===== src/hdl/ntc_pkg.sv =====
// Package for the numeric type cast unit: type codes, per-stage payload structs
// and small decode functions. No dependencies.
package ntc_pkg;

    localparam logic [3:0] TY_F32 = 4'd0;
    localparam logic [3:0] TY_S8  = 4'd1;
    localparam logic [3:0] TY_S16 = 4'd2;
    localparam logic [3:0] TY_S32 = 4'd3;
    localparam logic [3:0] TY_S64 = 4'd4;
    localparam logic [3:0] TY_U8  = 4'd5;
    localparam logic [3:0] TY_U16 = 4'd6;
    localparam logic [3:0] TY_U32 = 4'd7;
    localparam logic [3:0] TY_U64 = 4'd8;

    localparam logic [0:0] REG_SOURCE = 1'b0;
    localparam logic [0:0] REG_TARGET = 1'b1;

    // Operation chosen in the first stage.
    localparam logic [1:0] OP_ZERO  = 2'd0;
    localparam logic [1:0] OP_PASS  = 2'd1;
    localparam logic [1:0] OP_F2I   = 2'd2;
    localparam logic [1:0] OP_I2F   = 2'd3;

    // Width in bits, encoded as log2(width) - 3: 0 -> 8, 3 -> 64.
    function automatic logic [1:0] type_wcode(input logic [3:0] ty);
        logic [1:0] r;
        begin
            case (ty)
                TY_S8, TY_U8:   r = 2'd0;
                TY_S16, TY_U16: r = 2'd1;
                TY_S64, TY_U64: r = 2'd3;
                default:        r = 2'd2;
            endcase
            return r;
        end
    endfunction

    function automatic logic type_is_signed(input logic [3:0] ty);
        return (ty == TY_S8) || (ty == TY_S16) || (ty == TY_S32) || (ty == TY_S64);
    endfunction

    function automatic logic [63:0] wmask(input logic [1:0] wc);
        logic [63:0] r;
        begin
            case (wc)
                2'd0:    r = 64'h0000_0000_0000_00FF;
                2'd1:    r = 64'h0000_0000_0000_FFFF;
                2'd2:    r = 64'h0000_0000_FFFF_FFFF;
                default: r = 64'hFFFF_FFFF_FFFF_FFFF;
            endcase
            return r;
        end
    endfunction

    // Stage 1 -> stage 2 payload.
    typedef struct packed {
        logic [1:0]  op;
        logic        neg;
        logic [63:0] mag;     // magnitude (I2F), raw/extended value (PASS), float (F2I)
        logic [1:0]  twc;
        logic        tsgn;
        logic        last;
    } s1_t;

    // Stage 2 -> stage 3 payload.
    typedef struct packed {
        logic [1:0]  op;
        logic        neg;
        logic [63:0] val;     // shifted magnitude or passed bits
        logic [5:0]  p;       // leading one position (I2F)
        logic        sticky;  // I2F: bits below guard
        logic        over;    // F2I: overflow, infinity or NaN
        logic        nan;
        logic [1:0]  twc;
        logic        tsgn;
        logic        last;
    } s2_t;

    typedef struct packed {
        logic [63:0] bits;
        logic        sat;
        logic        last;
    } res_t;

endpackage


===== src/hdl/ntc_decode.sv =====
// First stage of the numeric type cast unit: type decode, source masking and
// sign/magnitude split. Depends on ntc_pkg.
module ntc_decode
    import ntc_pkg::*;
(
    input  logic [3:0]  source_type,
    input  logic [3:0]  target_type,
    input  logic [63:0] in_bits,
    input  logic        in_last,
    output s1_t         s1
);

    logic [1:0]  swc;
    logic [63:0] smask;
    logic [63:0] raw;
    logic        neg;
    logic [5:0]  sw1;

    always_comb
    begin
        swc   = type_wcode(source_type);
        smask = wmask(swc);
        raw   = in_bits & smask;
        sw1   = 6'((7'd8 << swc) - 7'd1);
        neg   = type_is_signed(source_type) && raw[sw1];
        s1.neg  = 1'b0;
        s1.mag  = 64'd0;
        s1.twc  = type_wcode(target_type);
        s1.tsgn = type_is_signed(target_type);
        s1.last = in_last;
        s1.op   = OP_ZERO;
        if (source_type <= TY_U64 && target_type <= TY_U64) begin
            if (source_type == TY_F32) begin
                s1.mag = {32'd0, in_bits[31:0]};
                s1.op  = (target_type == TY_F32) ? OP_PASS : OP_F2I;
            end else if (target_type == TY_F32) begin
                s1.op  = OP_I2F;
                s1.neg = neg;
                s1.mag = neg ? ((~raw + 64'd1) & smask) : raw;
            end else begin
                s1.op  = OP_PASS;
                s1.mag = neg ? (raw | ~smask) : raw;
            end
        end
    end

endmodule


===== src/hdl/ntc_align.sv =====
// Second stage: leading one search and alignment shift for integer to float,
// exponent decode and shift for float to integer. Depends on ntc_pkg.
module ntc_align
    import ntc_pkg::*;
(
    input  s1_t s1,
    output s2_t s2
);

    logic [5:0]  p;
    logic [7:0]  e;
    logic [5:0]  ex;
    logic [63:0] m;
    logic [5:0]  sh;
    logic [63:0] lowmask;

    always_comb
    begin
        p = 6'd0;
        for (int i = 0; i < 64; i++) begin
            if (s1.mag[i]) begin
                p = 6'(i);
            end
        end
        e  = s1.mag[30:23];
        ex = 6'(e - 8'd127);
        m  = {40'd0, 1'b1, s1.mag[22:0]};
        sh = 6'd0;
        lowmask = 64'd0;

        s2.op     = s1.op;
        s2.neg    = s1.neg;
        s2.p      = p;
        s2.sticky = 1'b0;
        s2.over   = 1'b0;
        s2.nan    = 1'b0;
        s2.twc    = s1.twc;
        s2.tsgn   = s1.tsgn;
        s2.last   = s1.last;
        s2.val    = s1.mag;

        case (s1.op)
            OP_I2F:
            begin
                // Keep leading one plus 23 fraction bits, a guard bit, and sticky.
                if (p <= 6'd24) begin
                    s2.val = s1.mag << (6'd24 - p);
                end else begin
                    sh = p - 6'd24;
                    s2.val = s1.mag >> sh;
                    lowmask = ~(64'hFFFF_FFFF_FFFF_FFFF << sh);
                    s2.sticky = |(s1.mag & lowmask);
                end
            end
            OP_F2I:
            begin
                s2.neg = s1.mag[31];
                s2.nan = (e == 8'hFF) && (s1.mag[22:0] != 23'd0);
                s2.val = 64'd0;
                if (e == 8'hFF) begin
                    s2.over = 1'b1;
                end else if (e >= 8'd127) begin
                    if (e > 8'd190) begin
                        s2.over = 1'b1;
                    end else if (ex >= 6'd23) begin
                        s2.val = m << (ex - 6'd23);
                    end else begin
                        s2.val = m >> (6'd23 - ex);
                    end
                end
            end
            default:
            begin
            end
        endcase
    end

endmodule


===== src/hdl/ntc_finish.sv =====
// Third stage: rounding and packing for integer to float, saturation for
// float to integer, target masking. Depends on ntc_pkg.
module ntc_finish
    import ntc_pkg::*;
(
    input  s2_t  s2,
    output res_t res
);

    logic [24:0] keep;
    logic        guard;
    logic        up;
    logic [7:0]  expo;
    logic [63:0] tmask;
    logic [63:0] lim;
    logic [63:0] slim;

    always_comb
    begin
        tmask = wmask(s2.twc);
        lim   = tmask;
        slim  = {1'b0, tmask[63:1]} + 64'd1;   // 2^(w-1)
        keep  = {1'b0, s2.val[24:1]};
        guard = s2.val[0];
        up    = guard && (s2.sticky || keep[0]);
        keep  = keep + {24'd0, up};
        expo  = 8'(s2.p) + 8'd127;
        res.bits = 64'd0;
        res.sat  = 1'b0;
        res.last = s2.last;
        case (s2.op)
            OP_PASS:
            begin
                res.bits = s2.val & tmask;
            end
            OP_I2F:
            begin
                if (s2.val != 64'd0 || s2.sticky) begin
                    if (keep[24]) begin
                        res.bits = {32'd0, s2.neg, expo + 8'd1, keep[23:1]};
                    end else begin
                        res.bits = {32'd0, s2.neg, expo, keep[22:0]};
                    end
                end
            end
            OP_F2I:
            begin
                if (s2.nan) begin
                    res.sat = 1'b1;
                end else if (!s2.tsgn) begin
                    if (s2.neg) begin
                        res.sat = s2.over || (s2.val != 64'd0);
                    end else if (s2.over || s2.val > lim) begin
                        res.sat  = 1'b1;
                        res.bits = lim;
                    end else begin
                        res.bits = s2.val;
                    end
                end else if (s2.neg) begin
                    if (s2.over || s2.val > slim) begin
                        res.sat  = 1'b1;
                        res.bits = (~slim + 64'd1) & tmask;
                    end else begin
                        res.bits = (~s2.val + 64'd1) & tmask;
                    end
                end else if (s2.over || s2.val > slim - 64'd1) begin
                    res.sat  = 1'b1;
                    res.bits = slim - 64'd1;
                end else begin
                    res.bits = s2.val;
                end
            end
            default:
            begin
            end
        endcase
    end

endmodule


===== src/hdl/numeric_type_cast_unit.sv =====
// Numeric type cast unit: float32 and 8..64-bit integer conversions.
// An accepted request passes through the decode, align and finish stages to out_valid.
// Throughput: one request per cycle; the pipeline advances whenever its
// output register is empty or being taken.
// Reset (rst_n, async, active low) empties the pipeline and clears both type registers.
// Depends on ntc_pkg, ntc_decode, ntc_align, ntc_finish.
module numeric_type_cast_unit
    import ntc_pkg::*;
(
    input  logic        clk,
    input  logic        rst_n,
    input  logic        cfg_we,
    input  logic [0:0]  cfg_index,
    input  logic [3:0]  cfg_data,
    input  logic        in_valid,
    output logic        in_stall,
    input  logic [63:0] in_bits,
    input  logic        in_last,
    output logic        out_valid,
    input  logic        out_stall,
    output logic [63:0] out_bits,
    output logic        out_saturated,
    output logic        out_last
);

    // The one-bit index sends every write to one of the two registers. The user must
    // see that the types are only changed while the pipeline is empty; unchecked here.
    logic [3:0] source_type_reg;
    logic [3:0] target_type_reg;

    always_ff @(posedge clk or negedge rst_n)
    begin
        if (!rst_n) begin
            source_type_reg <= TY_F32;
            target_type_reg <= TY_F32;
        end else if (cfg_we) begin
            if (cfg_index == REG_SOURCE) begin
                source_type_reg <= cfg_data;
            end else begin
                target_type_reg <= cfg_data;
            end
        end
    end

    // The whole pipeline moves as one when the last stage can drain. Since every
    // stage holds when the output is stalled, nothing is lost or repeated.
    logic advance;
    assign advance  = !out_valid || !out_stall;
    assign in_stall = !advance;

    s1_t  s1_comb;
    s2_t  s2_comb;
    res_t res_comb;

    s1_t  s1_reg;
    s2_t  s2_reg;
    res_t res_reg;
    logic v1_reg;
    logic v2_reg;
    logic v3_reg;

    ntc_decode u_decode (
        .source_type (source_type_reg),
        .target_type (target_type_reg),
        .in_bits     (in_bits),
        .in_last     (in_last),
        .s1          (s1_comb)
    );

    ntc_align u_align (
        .s1 (s1_reg),
        .s2 (s2_comb)
    );

    ntc_finish u_finish (
        .s2  (s2_reg),
        .res (res_comb)
    );

    always_ff @(posedge clk or negedge rst_n)
    begin
        if (!rst_n) begin
            v1_reg <= 1'b0;
            v2_reg <= 1'b0;
            v3_reg <= 1'b0;
        end else if (advance) begin
            v1_reg <= in_valid;
            v2_reg <= v1_reg;
            v3_reg <= v2_reg;
        end
    end

    always_ff @(posedge clk)
    begin
        if (advance) begin
            s1_reg  <= s1_comb;
            s2_reg  <= s2_comb;
            res_reg <= res_comb;
        end
    end

    assign out_valid     = v3_reg;
    assign out_bits      = res_reg.bits;
    assign out_saturated = res_reg.sat;
    assign out_last      = res_reg.last;

endmodule


===== config.mk =====
export PLATFORM = sky130hd
export DESIGN_NAME = numeric_type_cast_unit
export DESIGN_NICKNAME = d
export VERILOG_FILES = /design/src/hdl/ntc_pkg.sv /design/src/hdl/ntc_decode.sv /design/src/hdl/ntc_align.sv /design/src/hdl/ntc_finish.sv /design/src/hdl/numeric_type_cast_unit.sv
export SDC_FILE = /design/constraint.sdc
export NUM_CORES = 2
export LEC_CHECK = 0
export ABC_CLOCK_PERIOD_IN_PS = 6820
export CORE_ASPECT_RATIO = 1.4
export CORE_UTILIZATION = 55
export DETAILED_ROUTE_END_ITERATION = 7
export DONT_BUFFER_PORTS = 1
export PLACE_DENSITY = 0.72
export SLEW_MARGIN = 10
export SYNTH_ARGS = -nofsm -noshare
export SYNTH_HDL_FRONTEND = slang
export SYNTH_SLANG_ARGS = --single-unit

===== constraint.sdc =====
create_clock -name clk -period 6.82 [get_ports clk]
set_clock_uncertainty 0.1 [all_clocks]
set_input_delay 1.023 -clock clk [delete_from_list [all_inputs] [get_ports clk]]
set_output_delay 1.023 -clock clk [all_outputs]
set_load 0.05 [all_outputs]

==> results.md, run 1 <==
Run status:
- The run stopped with a tool error.
- The stage where the run came to a stop is global routing.
- The first error in the log reads "[ERROR GRT-0116] Global routing finished with congestion. Check the congestion regions in the DRC Viewer".

Place:
- The weighted congestion at the end of routability-driven global placement is 1.28.
- The number of port buffers is 0.
- At the placement stage, the worst setup path has a slack of -254 ps.
- The wire-length estimate of the detail-placed layout is roughly 120000 um.
- The cell area after placement is 0.0292 mm^2.

Global routing:
- The total overflow left after global routing is slightly below 60.
- The via count of the first global-routing pass is 34600.
- The wire length of the first global-routing pass is about 250000 um.
- The maximum number of pins on one net before global-route repair is 71.
- For this run, the total global-route usage over all layers was measured as 64.5%.

Clock network:
- The cell at the root of the clock tree is clkbuf_16.
- The depth of the CTS H-tree is 1.
- The number of buffers inserted to repair setup after CTS is 0.
- Counting the buffers created by CTS gives 25.
- The number of sinks handled by clock tree synthesis is around 230.
- The number of buffers between clock root and the deepest sink is 3.

Yosys:
- The sequential share of the synthesized area is a little under a quarter.
- For this run, the leading register cell type out of synthesis is edfxtp_1.
- After synthesis the netlist holds a flip-flop and latch count of 228.
- In this run, synthesis inferred roughly 220 flip-flops with an integrated enable.
- The top cell type's share of synthesized area is 23.0%.
- Summing every instance area after synthesis gives 0.0283 mm^2.
- The cell taking the most area after synthesis is edfxtp_1.
- Yosys attributes the largest share of cell area to edfxtp_1 (23%), mux2i_1 (8.6%), a21oi_1 (7.1%).
- The number of synthesis warnings is 0.
- In the synthesized netlist the async set-or-reset flop fraction comes to 4.82%.
- The cell count after synthesis came out at 3702.
- When the netlist entered floorplanning its net count stood at 3917.
- In this run, distinct cell masters in the synthesized netlist total 92.
- The average instance area after synthesis is 7.65 um^2.

Floorplanning:
- From bottom edge to top edge, the die measures 270 um.
- In this run the core area contains 98 standard-cell rows.
- 143 I/O pins were placed.
- The effective utilization at floorplan is a little under three fifths.
- The x dimension of the die is a little under 200 um.
metal layers:
layer	GRT overflow	GRT usage [%]
met5	0	15.6
met1	0	62.3
met3	2	38.5
met4	33	71.1
met2	23	88.8
cells by family after synthesis:
logic type | Yosys count | synth area share [%]
adder cells (fa/ha/maj) | 143 | 6.29
other | 1 | 0.0132
XOR/XNOR | 94 | 2.93
buffers and inverters | 390 | 5.39
multiplexers | 318 | 12.3
AND/OR/NAND/NOR | 1231 | 19.8
flip-flops | 228 | 24.0
AO/OA/AOI/OAI | 1297 | 29.3
repair_timing:
item | CTS
hold buffers | 0
gates resized for setup | 1
setup endpoints to repair | 1
cloned | 0
synthesized netlist by cell type (all sizes together), types with 17 or more instances:
| cell | count |
|---|---|
| nor2 | 361 |
| nand4 | 27 |
| xnor2 | 53 |
| nand2 | 423 |
| o22ai | 51 |
| mux2 | 57 |
| ha | 140 |
| xor2 | 41 |
| a22o | 17 |
| clkbuf | 245 |
| a21oi | 399 |
| a221oi | 50 |
| edfxtp | 217 |
| a21o | 21 |
| o21ai | 290 |
| a22oi | 39 |
| o221ai | 28 |
| nor3 | 120 |
| nor4 | 40 |
| mux4 | 17 |
| a31oi | 56 |
| buf | 65 |
| and3 | 20 |
| nand2b | 30 |
| nor2b | 17 |
| o211ai | 65 |
| inv | 75 |
| a211oi | 34 |
| or4 | 24 |
| mux2i | 244 |
| o31ai | 48 |
| or3 | 36 |
| nand3 | 80 |
stage by stage:
step | util (%) | TNS, ps | hold slack (ps) | cells
2_1_floorplan | - | 0 | 300 | 3702
3_3_place_gp | 57.3 | -403 | 302 | 4196
3_5_place_dp | 57.3 | -254 | 311 | 4196
4_1_cts | 58.9 | 0 | 31.2 | 4240
==> inputs of run 2 (changes only) <==
ABC_CLOCK_PERIOD_IN_PS = 8900   (was 6820)
CORE_ASPECT_RATIO = unset   (was 1.4)
CORE_UTILIZATION = 40   (was 55)
PLACE_DENSITY = unset   (was 0.72)
PLACE_DENSITY_LB_ADDON = 0.15   (was unset)
clock period = 8.9 ns   (was 6.82 ns; I/O delays follow)
==> results.md, run 2 <==
Run status:
- Result of the run: finished clean (was did not finish).

Timing:
- Setup violations remaining at the end of the flow were counted as 0.
- Subtracting the final worst setup slack from the clock period gives between 7000 and 8000 ps.
- The total count of max-transition violations in the final report is 0.
- At the pin with the least slew margin, the transition time is approximately 1300 ps.
- The worst relative slew slack is 11.6%.
- The timing-limited maximum frequency is 0.141 GHz.
- For the final routed database, the setup TNS stands at 0 ps.
- Setup repair after global routing left no endpoint under its margin.
- The final-report hold violation count was 0.
- The fraction of the cycle the final worst path needs is 79.9%.

Floorplanning:
- The area of the placeable core is between 0.07 and 0.08 mm^2.
- The effective utilization at floorplan is 40.4% (was 55.5%).
- The height of the die is 268 um (was 270 um).
- The x dimension of the die is 268 um (was 194 um).
- The die footprint is 0.0718 mm^2.
- The placement row count is 97 (was 98).
- The number of I/O pins was 143 (unchanged).

Flow run:
- The tool flagged a number of max-cap violations equal to 0.

Power and ir drop:
- In this run the static leakage power is between 10 and 15 nW.
- Power spread over the standard cell area amounts to 399 mW/mm^2.
- The worst voltage drop across the vdd grid is about 0.21 mV.
- The design draws approximately 12 mW.

Global routing:
- Entering global routing, the biggest net connects 66 pins.
- Global routing finished with a remaining overflow of 0.
- The via count of the first global-routing pass is about 29000.
- The global router's overall resource usage is 40.4%.
- The number of antenna violations at the first check in global routing came to 11.
- The wire length of the first global-routing pass is 212000 um.

Yosys:
- The total of flip-flops plus latches after synthesis is 228 (unchanged).
- The average instance area after synthesis is 7.65 um^2 (unchanged).
- Commonest cells in the synthesized netlist: nand2_1 (423), a21oi_1 (399), nor2_1 (360), o21ai_0 (284), clkbuf_1 (245) (unchanged).
- The cell area after synthesis was 0.0283 mm^2 (unchanged).
- The sequential share of the synthesized area came to 24.0% (unchanged).
- The cell taking the most area after synthesis is edfxtp_1 (unchanged).
- The top cell type's share of synthesized area was 23.0% (unchanged).
- The leading register cell type out of synthesis was edfxtp_1 (unchanged).
- Ranking of synthesized cells by area: edfxtp_1 (23%), mux2i_1 (8.6%), a21oi_1 (7.1%) (unchanged).
- The number of enable flip-flop cells after synthesis came to 217 (unchanged).
- The synthesized net count was 3917 (unchanged).
- The dominant cell by count in the synthesized netlist is nand2_1 (unchanged).
- The number of distinct library cells after synthesis was 92 (unchanged).
- The post-synthesis instance total is 3702 (unchanged).
- The share of flip-flops with an asynchronous set or reset after synthesis came to 4.82% (unchanged).
- The number of synthesis warnings is 0 (unchanged).

Layout:
- The multi-input combinational cells in the finished layout cover a total of about 0.020 mm^2.
- The sequential cells in the finished layout cover a total of 0.00679 mm^2.
- In the final design database the tool counted 3728 nets.
- The top cell types in the final layout, fill and taps aside, are nand2_1 (422), a21oi_1 (399), nor2_1 (356).
- The filler cell count is 7268.
- The fraction of final layout cells with drive strength greater than 1 is 7.61%.
- The layout overhead on the synthesized area is 6.21%.
- The register with the most flip-flops in the layout has 80 of them.
- The library cell used most frequently in the layout, excluding fill and tap cells, is nand2_1.

Setup path:
- At the worst endpoint, the required time is a little over 9000 ps.
- Walking the worst path, the cells encountered are or4_1, a2111o_1, o211ai_1, a311o_2, clkinv_1, ha_2, a21oi_1, a21oi_1, buf_4, nor2_2, nand2_1, a211oi_1, a221oi_1, o211ai_1.
- The slowest library cell on the worst path is a211oi_1.
- The cell count of the worst reg-to-reg path is 14.
- Together, buffers and inverters on the worst path number 2.
- The register-to-register setup slack is 1780 ps.
- The data arrival time at the worst-slack endpoint is 7480 ps.
- Along the worst path, the maximum fanout reaches 23.
- The endpoint identified for the worst register-to-register timing path is s2_reg[44].
- The category of the worst setup path launch point is a register.
- The type of element capturing the critical path is a register.
- The kind of cell with the highest combined delay on the critical path is compound AO/OA/AOI/OAI gates.
- The category of the most critical setup path is register to register.
- The number of gates on the worst path with buffers counted is 14.
- For this run, the slowest stage of the critical path takes 750 ps.
- The reg-to-reg critical path startpoint is s1_reg[33].

Clock network:
- The number of hold-repair buffers added at the cts stage was 0 (unchanged).
- The CTS tree is yes.
- The number of buffers inserted to repair setup after CTS came to 0 (unchanged).
- The post-cts gate resize count is 0 (was 1).
- The cell at the root of the clock tree is clkbuf_16 (unchanged).
- The total clock buffers created by CTS was 30 (was 25).
- The depth of the CTS H-tree came to 1 (unchanged).
- The clock edge transition at the registers on the reported setup and hold paths is around 70 ps.
- The number of buffers between clock root and the deepest sink is 3 (unchanged).
- The number of sinks handled by clock tree synthesis was 228 (unchanged).
- The clock network latency to the later pin of the worst-skew pair is 630 ps.

Routing:
- Summing over every cut layer, the via total after detailed routing is 31400.
- In the routed layout, each cell is associated on average with a via count of 7.00.
- The number of DRC markers after the initial detailed-route iteration is between 4000 and 5000.
- In this run the remaining antenna-violating nets after routing total 0.
- After detailed routing, the total wire length is 149000 um.
- Before antenna repair, the detailed router went through 8 iterations.
- The number of design rule violations left after detail routing is 0.
- The wire length per cell after detailed routing is between 30 and 40 um.

Place:
- The number of port buffers is 0 (unchanged).
- The sum of net half-perimeters after detailed placement is 112000 um (was 115000 um).
- The weighted congestion at the end of routability-driven global placement is 1.08 (was 1.28).

Worst hold path:
- In this run the worst hold path is classified as input pin to asynchronous set/reset pin.
==> run 2: cell counts after synthesis <==
Identical to the previous run, type by type.
==> run 2: through the flow <==
stage	cells	util [%]	cell area (um^2)	setup slack, ps	hold slack [ps]
6_report	4480	42.9	30100	1780	302
5_1_grt	4476	42.9	30100	1810	280
4_1_cts	4473	42.9	30000	2100	275
3_5_place_dp	4418	41.5	29100	2140	305
3_3_place_gp	4418	41.5	29100	1600	300
2_1_floorplan	3702	-	28300	2460	300
==> run 2: report_power, final <==
part	leakage [nW]	switching (mW)	internal [mW]
Combinational	8.32	5.51	2.48
Sequential	2.43	1.16	1.62
Clock	0.467	0.547	0.683
Total	11.2	7.21	4.78
==> run 2: layout make-up <==
class	count	share of cell area, %
Multi-Input combinational cell	3084	67.0
Sequential cell	228	22.6
Tap cell	940	3.91
Clock buffer	32	2.52
Timing Repair Buffer	89	2.23
Inverter	80	0.999
Clock inverter	23	0.741
Antenna cell	4	0.0333
==> run 2: layer usage <==
layer  track usage [%]  share of wire [%]  routed length [um]  vias to the layer above
met2              62.2                 44               64700                     2209
met1              51.1                 38               57200                    15000
met5                 0              0.051                  76                        -
met3              9.08                 11               15800                      465
li1                  -                  -                   -                    13700
met4              25.6                7.3               10800                       12
==> run 2: worst register-to-register path, stage by stage, from the launching register on <==
cell      delay (ps)
edfxtp_1         730
or4_1            630
a2111o_1         390
o211ai_1         220
a311o_2          270
clkinv_1         700
ha_2             530
a21oi_1          480
a21oi_1          170
buf_4            250
nor2_2           670
nand2_1          540
a211oi_1         750
a221oi_1         310
o211ai_1         220
==> run 2: logic make-up after synthesis <==
kind of cell             Yosys count  share of synthesized area (%)
other                              1                         0.0132
multiplexers                     318                           12.3
adder cells (fa/ha/maj)          143                           6.29
AO/OA/AOI/OAI                   1297                           29.3
flip-flops                       228                           24.0
buffers and inverters            390                           5.39
AND/OR/NAND/NOR                 1231                           19.8
XOR/XNOR                          94                           2.93
==> run 2: worst max path at each step <==
stage / startpoint / slack (ps) / endpoint
6_report: s1_reg[33] / 1780 / s2_reg[44]
5_1_grt: s1_reg[57] / 1810 / s2_reg[44]
4_1_cts: s1_reg[22] / 2100 / s2_reg[44]
3_5_place_dp: s1_reg[23] / 2140 / s2_reg[44]
3_3_place_gp: s1_reg[33] / 1600 / s2_reg[44]
2_1_floorplan: out_stall / 2460 / in_stall
Power figures use the tool's default switching activity.
